### src/rtl/core/skst_pkg.sv
// shared types and constants for the sorted key set table
package skst_pkg;

    localparam int REQ_W    = 2;
    localparam int KEY_IN_W = 16;
    localparam int STATUS_W = 2;
    localparam int OUT_W    = 7;

    typedef enum logic [REQ_W-1:0] {
        REQ_INSERT = 2'd0,
        REQ_DELETE = 2'd1,
        REQ_LOOKUP = 2'd2
    } t_req;

    typedef enum logic [STATUS_W-1:0] {
        ST_OK      = 2'd0,
        ST_DUP     = 2'd1,
        ST_MISSING = 2'd2,
        ST_FULL    = 2'd3
    } t_status;

    typedef enum logic [1:0] {
        S_IDLE,
        S_COMPARE,
        S_LOCATE,
        S_UPDATE
    } t_state;

    typedef enum logic [1:0] {
        CELL_HOLD,
        CELL_SHIFT_UP,
        CELL_SHIFT_DOWN,
        CELL_LOAD
    } t_cell_op;

    typedef struct packed {
        t_cell_op op;
        logic     capture;
    } t_cell_ctl;

endpackage

### src/rtl/core/skst_cell.sv
// one slot of the sorted table: holds a key and compares it against the search key
module skst_cell #(
    parameter int KEY_BITS = 16
) (
    input  logic                i_clk,
    input  skst_pkg::t_cell_ctl i_ctl,
    input  logic                i_live,
    input  logic [KEY_BITS-1:0] i_search_key,
    input  logic [KEY_BITS-1:0] i_left_key,
    input  logic [KEY_BITS-1:0] i_right_key,
    output logic [KEY_BITS-1:0] o_key,
    output logic                o_lt,
    output logic                o_eq
);
    import skst_pkg::*;

    logic [KEY_BITS-1:0] r_key;
    logic                r_lt;
    logic                r_eq;
    logic [KEY_BITS-1:0] n_key;

    always_comb begin
        case (i_ctl.op)
            CELL_SHIFT_UP:   n_key = i_left_key;
            CELL_SHIFT_DOWN: n_key = i_right_key;
            CELL_LOAD:       n_key = i_search_key;
            default:         n_key = r_key;
        endcase
    end

    // payload only, no reset
    always_ff @(posedge i_clk) begin
        r_key <= n_key;
        if (i_ctl.capture) begin
            r_lt <= i_live && (r_key < i_search_key);
            r_eq <= i_live && (r_key == i_search_key);
        end
    end

    assign o_key = r_key;
    assign o_lt  = r_lt;
    assign o_eq  = r_eq;

endmodule

### src/rtl/core/skst_locate.sv
// finds the lower-bound edge in the row of compare flags and encodes its index
module skst_locate #(
    parameter int CAPACITY = 64,
    parameter int CNT_W    = 7
) (
    input  logic [CAPACITY-1:0] i_lt,
    input  logic [CAPACITY-1:0] i_eq,
    output logic [CNT_W-1:0]    o_pos,
    output logic                o_hit
);
    logic [CAPACITY-1:0] w_edge;
    logic [CNT_W-1:0]    w_enc;

    // edge sits on the first cell whose key is not below the search key
    always_comb begin
        w_edge[0] = !i_lt[0];
        for (int i = 1; i < CAPACITY; i++) begin
            w_edge[i] = i_lt[i-1] && !i_lt[i];
        end
    end

    always_comb begin
        w_enc = '0;
        for (int i = 0; i < CAPACITY; i++) begin
            if (w_edge[i]) begin
                w_enc = w_enc | CNT_W'(i);
            end
        end
    end

    // all cells below the key: the table is full and the slot is past the end
    assign o_pos = i_lt[CAPACITY-1] ? CNT_W'(CAPACITY) : w_enc;
    assign o_hit = |(w_edge & i_eq);

endmodule

### src/rtl/core/sorted_key_set_table.sv
// top level of the sorted key set table
//
// Keeps up to CAPACITY distinct keys in ascending order, one key per cell in
// a row of compare cells, plus a live-entry count. Each input beat is an
// insert, delete or lookup of one key; each one yields exactly one output
// beat with the status (ok, duplicate, not found, full), the lower-bound
// position of the key and the entry count after the request. A request
// passes through the compare, locate and update states in order: every
// cell compares its key against the search key, the row of compare flags
// is reduced to the registered lower-bound position and hit flag, then all
// cells shift one place up or down together to open or close the slot
// while the result is written to the output register. The next request
// can be taken once the block is back in idle. The block takes one request
// at a time and raises o_in_stall while it works; a result waiting in the
// output register does not hold off the next request, only the final update
// step waits until the output is free.
// Key bits above KEY_BITS are ignored. Position and count come out in the
// low 7 bits. There is no clearing pass after reset; cells beyond the live
// count are never compared as live.
module sorted_key_set_table #(
    parameter int CAPACITY = 64,
    parameter int KEY_BITS = 16
) (
    input  logic                             i_clk,
    input  logic                             i_rst_n,
    // request channel
    input  logic                             i_in_valid,
    output logic                             o_in_stall,
    input  logic [skst_pkg::REQ_W-1:0]       i_req_type,
    input  logic [skst_pkg::KEY_IN_W-1:0]    i_key,
    // result channel
    output logic                             o_out_valid,
    input  logic                             i_out_stall,
    output logic [skst_pkg::STATUS_W-1:0]    o_status,
    output logic [skst_pkg::OUT_W-1:0]       o_position,
    output logic [skst_pkg::OUT_W-1:0]       o_entry_count
);
    import skst_pkg::*;

    localparam int CNT_W = $clog2(CAPACITY + 1);
    localparam int KB_IN = (KEY_BITS < KEY_IN_W) ? KEY_BITS : KEY_IN_W;

    // fsm and request registers
    t_state              r_state;
    t_state              n_state;
    t_req                r_req;
    logic [KEY_BITS-1:0] r_key;
    logic [CNT_W-1:0]    r_count;
    logic [CNT_W-1:0]    n_count;
    logic [CNT_W-1:0]    r_pos;
    logic                r_hit;

    // output register
    logic                r_out_valid;
    t_status             r_status;
    logic [OUT_W-1:0]    r_position;
    logic [OUT_W-1:0]    r_entry_count;

    logic [KEY_BITS-1:0] w_key_in;
    logic                w_accept;
    logic                w_out_free;
    logic                w_finish;
    logic                w_do_insert;
    logic                w_do_delete;
    t_status             w_status;

    // cell row wiring
    logic [KEY_BITS-1:0] w_cell_key [CAPACITY];
    logic [CAPACITY-1:0] w_lt;
    logic [CAPACITY-1:0] w_eq;
    logic [CAPACITY-1:0] w_live;
    t_cell_ctl           w_ctl      [CAPACITY];
    logic [CNT_W-1:0]    w_pos;
    logic                w_hit;

    // drop key bits above KEY_BITS, widen when KEY_BITS exceeds the port
    assign w_key_in   = KEY_BITS'(i_key[KB_IN-1:0]);
    assign w_accept   = i_in_valid && !o_in_stall;
    assign w_out_free = !r_out_valid || !i_out_stall;
    assign w_finish   = (r_state == S_UPDATE) && w_out_free;

    // next-state logic
    always_comb begin
        n_state = r_state;
        case (r_state)
            S_IDLE:    if (i_in_valid) n_state = S_COMPARE;
            S_COMPARE: n_state = S_LOCATE;
            S_LOCATE:  n_state = S_UPDATE;
            S_UPDATE:  if (w_out_free) n_state = S_IDLE;
            default:   n_state = S_IDLE;
        endcase
    end

    // request outcome, unused request code behaves as a lookup
    always_comb begin
        w_do_insert = 1'b0;
        w_do_delete = 1'b0;
        case (r_req)
            REQ_INSERT: begin
                if (r_hit) begin
                    w_status = ST_DUP;
                end else if (r_count == CNT_W'(CAPACITY)) begin
                    w_status = ST_FULL;
                end else begin
                    w_status    = ST_OK;
                    w_do_insert = 1'b1;
                end
            end
            REQ_DELETE: begin
                if (r_hit) begin
                    w_status    = ST_OK;
                    w_do_delete = 1'b1;
                end else begin
                    w_status = ST_MISSING;
                end
            end
            default: w_status = r_hit ? ST_OK : ST_MISSING;
        endcase
    end

    always_comb begin
        n_count = r_count;
        if (w_finish && w_do_insert) begin
            n_count = r_count + CNT_W'(1);
        end else if (w_finish && w_do_delete) begin
            n_count = r_count - CNT_W'(1);
        end
    end

    // fsm outputs: stall and per-cell control
    always_comb begin
        o_in_stall = (r_state != S_IDLE);
        for (int i = 0; i < CAPACITY; i++) begin
            w_ctl[i].capture = (r_state == S_COMPARE);
            w_ctl[i].op      = CELL_HOLD;
            if (w_finish && w_do_insert) begin
                if (CNT_W'(i) == r_pos) begin
                    w_ctl[i].op = CELL_LOAD;
                end else if (CNT_W'(i) > r_pos) begin
                    w_ctl[i].op = CELL_SHIFT_UP;
                end
            end else if (w_finish && w_do_delete) begin
                if (CNT_W'(i) >= r_pos) begin
                    w_ctl[i].op = CELL_SHIFT_DOWN;
                end
            end
        end
    end

    // row of cells, each talks to its two neighbors
    for (genvar g = 0; g < CAPACITY; g++) begin : g_cell
        logic [KEY_BITS-1:0] w_left;
        logic [KEY_BITS-1:0] w_right;

        if (g == 0) begin : g_first
            assign w_left = r_key;
        end else begin : g_mid_l
            assign w_left = w_cell_key[g-1];
        end
        if (g == CAPACITY - 1) begin : g_last
            assign w_right = w_cell_key[g];
        end else begin : g_mid_r
            assign w_right = w_cell_key[g+1];
        end

        assign w_live[g] = CNT_W'(g) < r_count;

        skst_cell #(
            .KEY_BITS(KEY_BITS)
        ) u_cell (
            .i_clk       (i_clk),
            .i_ctl       (w_ctl[g]),
            .i_live      (w_live[g]),
            .i_search_key(r_key),
            .i_left_key  (w_left),
            .i_right_key (w_right),
            .o_key       (w_cell_key[g]),
            .o_lt        (w_lt[g]),
            .o_eq        (w_eq[g])
        );
    end

    skst_locate #(
        .CAPACITY(CAPACITY),
        .CNT_W   (CNT_W)
    ) u_locate (
        .i_lt (w_lt),
        .i_eq (w_eq),
        .o_pos(w_pos),
        .o_hit(w_hit)
    );

    // control registers
    always_ff @(posedge i_clk) begin
        if (!i_rst_n) begin
            r_state     <= S_IDLE;
            r_count     <= '0;
            r_out_valid <= 1'b0;
        end else begin
            r_state <= n_state;
            r_count <= n_count;
            if (w_finish) begin
                r_out_valid <= 1'b1;
            end else if (!i_out_stall) begin
                r_out_valid <= 1'b0;
            end
        end
    end

    // payload registers
    always_ff @(posedge i_clk) begin
        if (w_accept) begin
            r_req <= t_req'(i_req_type);
            r_key <= w_key_in;
        end
        if (r_state == S_LOCATE) begin
            r_pos <= w_pos;
            r_hit <= w_hit;
        end
        if (w_finish) begin
            r_status      <= w_status;
            r_position    <= OUT_W'(r_pos);
            r_entry_count <= OUT_W'(n_count);
        end
    end

    assign o_out_valid   = r_out_valid;
    assign o_status      = r_status;
    assign o_position    = r_position;
    assign o_entry_count = r_entry_count;

endmodule

### config.mk
export PLATFORM = sky130hd
export DESIGN_NAME = sorted_key_set_table
export DESIGN_NICKNAME = d
export VERILOG_FILES = /design/src/rtl/core/skst_pkg.sv /design/src/rtl/core/skst_cell.sv /design/src/rtl/core/skst_locate.sv /design/src/rtl/core/sorted_key_set_table.sv
export SDC_FILE = /design/constraint.sdc
export NUM_CORES = 2
export LEC_CHECK = 0
export BUFFER_PORTS_ARGS = -buffer_cell sky130_fd_sc_hd__buf_4
export CORE_MARGIN = 2
export CORE_UTILIZATION = 40
export DETAILED_ROUTE_END_ITERATION = 16
export PLACE_DENSITY = 0.61
export SLEW_MARGIN = 20
export SYNTH_ARGS = -nofsm -noshare
export SYNTH_HDL_FRONTEND = slang
export SYNTH_SLANG_ARGS = --single-unit
### constraint.sdc
create_clock -name i_clk -period 8.15 [get_ports i_clk]
set_input_delay 0 -clock i_clk [delete_from_list [all_inputs] [get_ports i_clk]]
set_output_delay 0 -clock i_clk [all_outputs]
set_load 0.01 [all_outputs]
==> results.md <==
* Run status: complete, no violations
* GP Congestion at 1.023
* Drt first-iter violations at 8723
* RSZ-0062 raised after global routing: false
* Max-Cap Viols at 0
* GRT overflow at 0
* Pwr Density at 214.7 mW/mm²
* Synth Flop Type: edfxtp_1
* Critical path class: register to register
* Final setup viols at 0
* DP HPWL at 244.4 mm
* Starting Density at 40.27%
* Synth area leaders: edfxtp_1 (44%), ha_1 (16%), a22o_1 (6.2%)
* CP endpoint kind: register
* Synth unique cells at 88
* Fin nets at 8435
* Period Utilization, post-route at 54.96%
* Reg-to-Reg End: g_cell[43].u_cell.o_key[5]
* Critical Path RT at 8.64 ns
* Syn Nets at 8365
* Detailed-route vias per instance at 6.848
* Synthesis-to-layout area growth at 11.78%
* Synth Cell Area at 0.08148 mm²
* CTS max path bufs at 3
* Combinational power share at 27.0%
* Worst slew pin tran at 1.240 ns
* Synth area leader: edfxtp_1
* Num CTS Buffers at 145
* Crit Path Max Fanout at 23
* Flop pwr share at 38.3%
* Sw power at 7.103 mW
* Crit path max-delay cell type: a21oi_2
* Row count at 165
* Vias in the first global route at 67952
* Most common cell after layout, fill and taps aside: edfxtp_1
* Setup Slack @ Placement at 3.453 ns
* WL final at 340.0 mm
* Total GRT Usage at 32.00%
* Reg2reg start: r_state[0]
* Htree depth at 4
* Fraction of layout cells with a size suffix above 1 at 9.685%
* First-pass GRT wire length at 483.4 mm
* Placed Area at 0.08569 mm²
* Internal Power at 12.46 mW
* Yosys top cell area share at 44.00%
* Routed wire per std cell at 33.42 µm
* Synth Instances at 7310
* Worst-path clk slew at 0.06 ns
* Worst setup path startpoint: r_state[0]
* Slew Limit Fails at 0
* Post-synthesis sequential area ratio at 44.25%
* Hold endpoint: r_count[2]
* Root Driver: clkbuf_16
* Fin crit period at 4.479 ns
* Overall Power at 19.56 mW
* Clk_lat worst skew at 0.86 ns
* Switching fraction of total power at 36.32%
* Die Wd at 455.3 µm
* EDFF count, synth at 1194
* Hold Path Origin: i_rst_n
* Maximum number of pins on one net before global-route repair at 68
* Arr. time, crit path at 4.97 ns
* #FFs+latches synth at 1204
* Final TNS setup at 0 ns
* Post-CTS setup buffer count at 0
* Initial antenna violation count at 15
* Reg2Reg Depth at 8
* Port-buffer cells at 39
* CTS-repair resized insts at 0
* Clock sinks at 1204
* Critical Path Max Stage Delay at 0.86 ns
* Startpoint Class: register
* VDD IR max at 0.0002120 V
* Core area at 0.2023 mm²
* Post-Syn Area per Cell at 11.15 µm²
* Hold Crit Depth at 3
* Flop2flop setup slack at 3.67 ns
* Post-synth ARST share at 0%
* Min-Delay Path Class: input pin to register
* Die Ht at 455.3 µm
* Critical Path, Cell by Cell: ha_1 -> a21bo_1 -> buf_4 -> clkinv_2 -> nand3_2 -> a21oi_2 -> a31o_2 -> or2_2
* Num ports at 40
* Commonest non-fill, non-tap cells in the layout: edfxtp_1 (1194), ha_1 (1032), a21o_1 (619)
* Slew headroom at 16.47%
* Share of power burned in the clock network at 34.8%
* CTS tree: done
* Via count at 69654
* Worst Skew at 0.03835 ns
* PnR worst setup slack at 3.671 ns
* Leakage at 36.88 nW
* Pre-antenna DRT Iters at 8
* Hold violation count in the final report at 0
* Post-route antenna net violation count at 0
* Design area at 0.09108 mm²
* DRC violations left at 0
* Die area at 0.2073 mm²
* Post-CTS Hold Buffers at 42
* Number of synthesis warnings at 0
* Max Clock Freq at 223.3 MHz
## power by group through the flow
| stage | Combinational, mW | Sequential [mW] | Clock (mW) |
|---|---|---|---|
| finish | 5.27 | 7.48 | 6.80 |
| detailed placement | 4.99 | 7.59 | 0 |
| global placement | 4.85 | 7.60 | 0 |
| floorplan | 2.83 | 7.41 | 0 |
| CTS | 5.04 | 7.47 | 6.84 |
| global route | 5.53 | 7.48 | 7.08 |
## Yosys cell counts (15+ instances only)
master	n
edfxtp_1	1194
ha_1	1033
a21o_1	619
a22o_1	577
nand2_1	531
clkbuf_1	296
a21oi_1	285
nor2_1	278
a221o_1	243
o21ai_0	225
nand4_1	183
inv_1	167
nor2b_1	139
a22oi_1	133
and2_1	128
nor3_1	123
nand3_1	116
buf_2	97
a211oi_1	87
and3_1	83
nor4_1	80
o21a_1	68
o211ai_1	64
a32oi_1	63
a31oi_1	55
nand2b_1	50
a2111oi_0	36
mux2_2	32
and4_1	21
or2_2	20
or4_1	19
nor4_4	16
nor3_2	15
## registers in the layout, indices dropped and copies added (netlist names)
name,cells
g_cell.u_cell.o_eq,64
g_cell.u_cell.o_lt,64
o_position,7
g_cell.w_left,16
r_pos,7
o_entry_count,7
o_status,2
o_out_valid,1
r_req,2
r_hit,1
r_state,2
g_cell.u_cell.o_key,1024
r_count,7
## metal layers
metal / global-route usage (%) / vias to the layer above / part of all wire (%)
li1: - / 29518 / -
met1: 41.05 / 34699 / 39
met5: 0 / - / 0.042
met3: 7.034 / 1124 / 10
met2: 50.30 / 4291 / 44
met4: 17.17 / 22 / 6.3
## area by class of cell
cell class	count	area, µm²
Fill cell	18798	111200
Multi-Input combinational cell	5523	43460
Sequential cell	1204	36060
Clock buffer	167	3754
Tap cell	2672	3343
Timing Repair Buffer	338	2721
Clock inverter	96	1070
Inverter	168	669.4
Antenna cell	4	10.01
## worst max path at each step
| stage | cells after the start | end |
|---|---|---|
| 4_1_cts | 8 | g_cell[43].u_cell.o_key[0] |
| 2_1_floorplan | 9 | g_cell[45].u_cell.o_key[0] |
| 5_1_grt | 8 | g_cell[43].u_cell.o_key[5] |
| 6_report | 8 | g_cell[43].u_cell.o_key[5] |
| 3_5_place_dp | 8 | g_cell[43].u_cell.o_key[10] |
| 3_3_place_gp | 8 | g_cell[43].u_cell.o_key[11] |
## per-stage QoR
step	instances	hold slack (ns)	utilization, %
after floorplan	7310	0.09887	-
after global placement	9860	0.1784	42.33
after detailed placement	9860	0.1795	42.35
after CTS	10165	0.02693	44.94
after global routing	10170	0.08209	45.02
final	10172	0.06361	45.02
## critical path, delay by kind of cell (launching register included)
kind | cells | cell delay, ns
buffers and inverters | 2 | 0.63
adders and majority gates | 1 | 0.22
AOI/OAI and AO/OA | 3 | 1.58
and+or+nand+nor | 2 | 1.19
DFF | 1 | 0.41
## logic make-up (layout without fill, tap and decap cells)
logic type | Yosys count | in the layout | synth area share [%]
xor gates and xnor gates | 6 | 6 | 0.06449
muxes | 37 | 37 | 0.5037
buffers and inverters | 583 | 769 | 2.930
DFF | 1204 | 1204 | 44.25
and+or+nand+nor | 1890 | 1890 | 12.45
other | 0 | 4 | 0
AOI/OAI and AO/OA | 2557 | 2557 | 23.94
adders and majority gates | 1033 | 1033 | 15.86
Power figures use the tool's default switching activity.
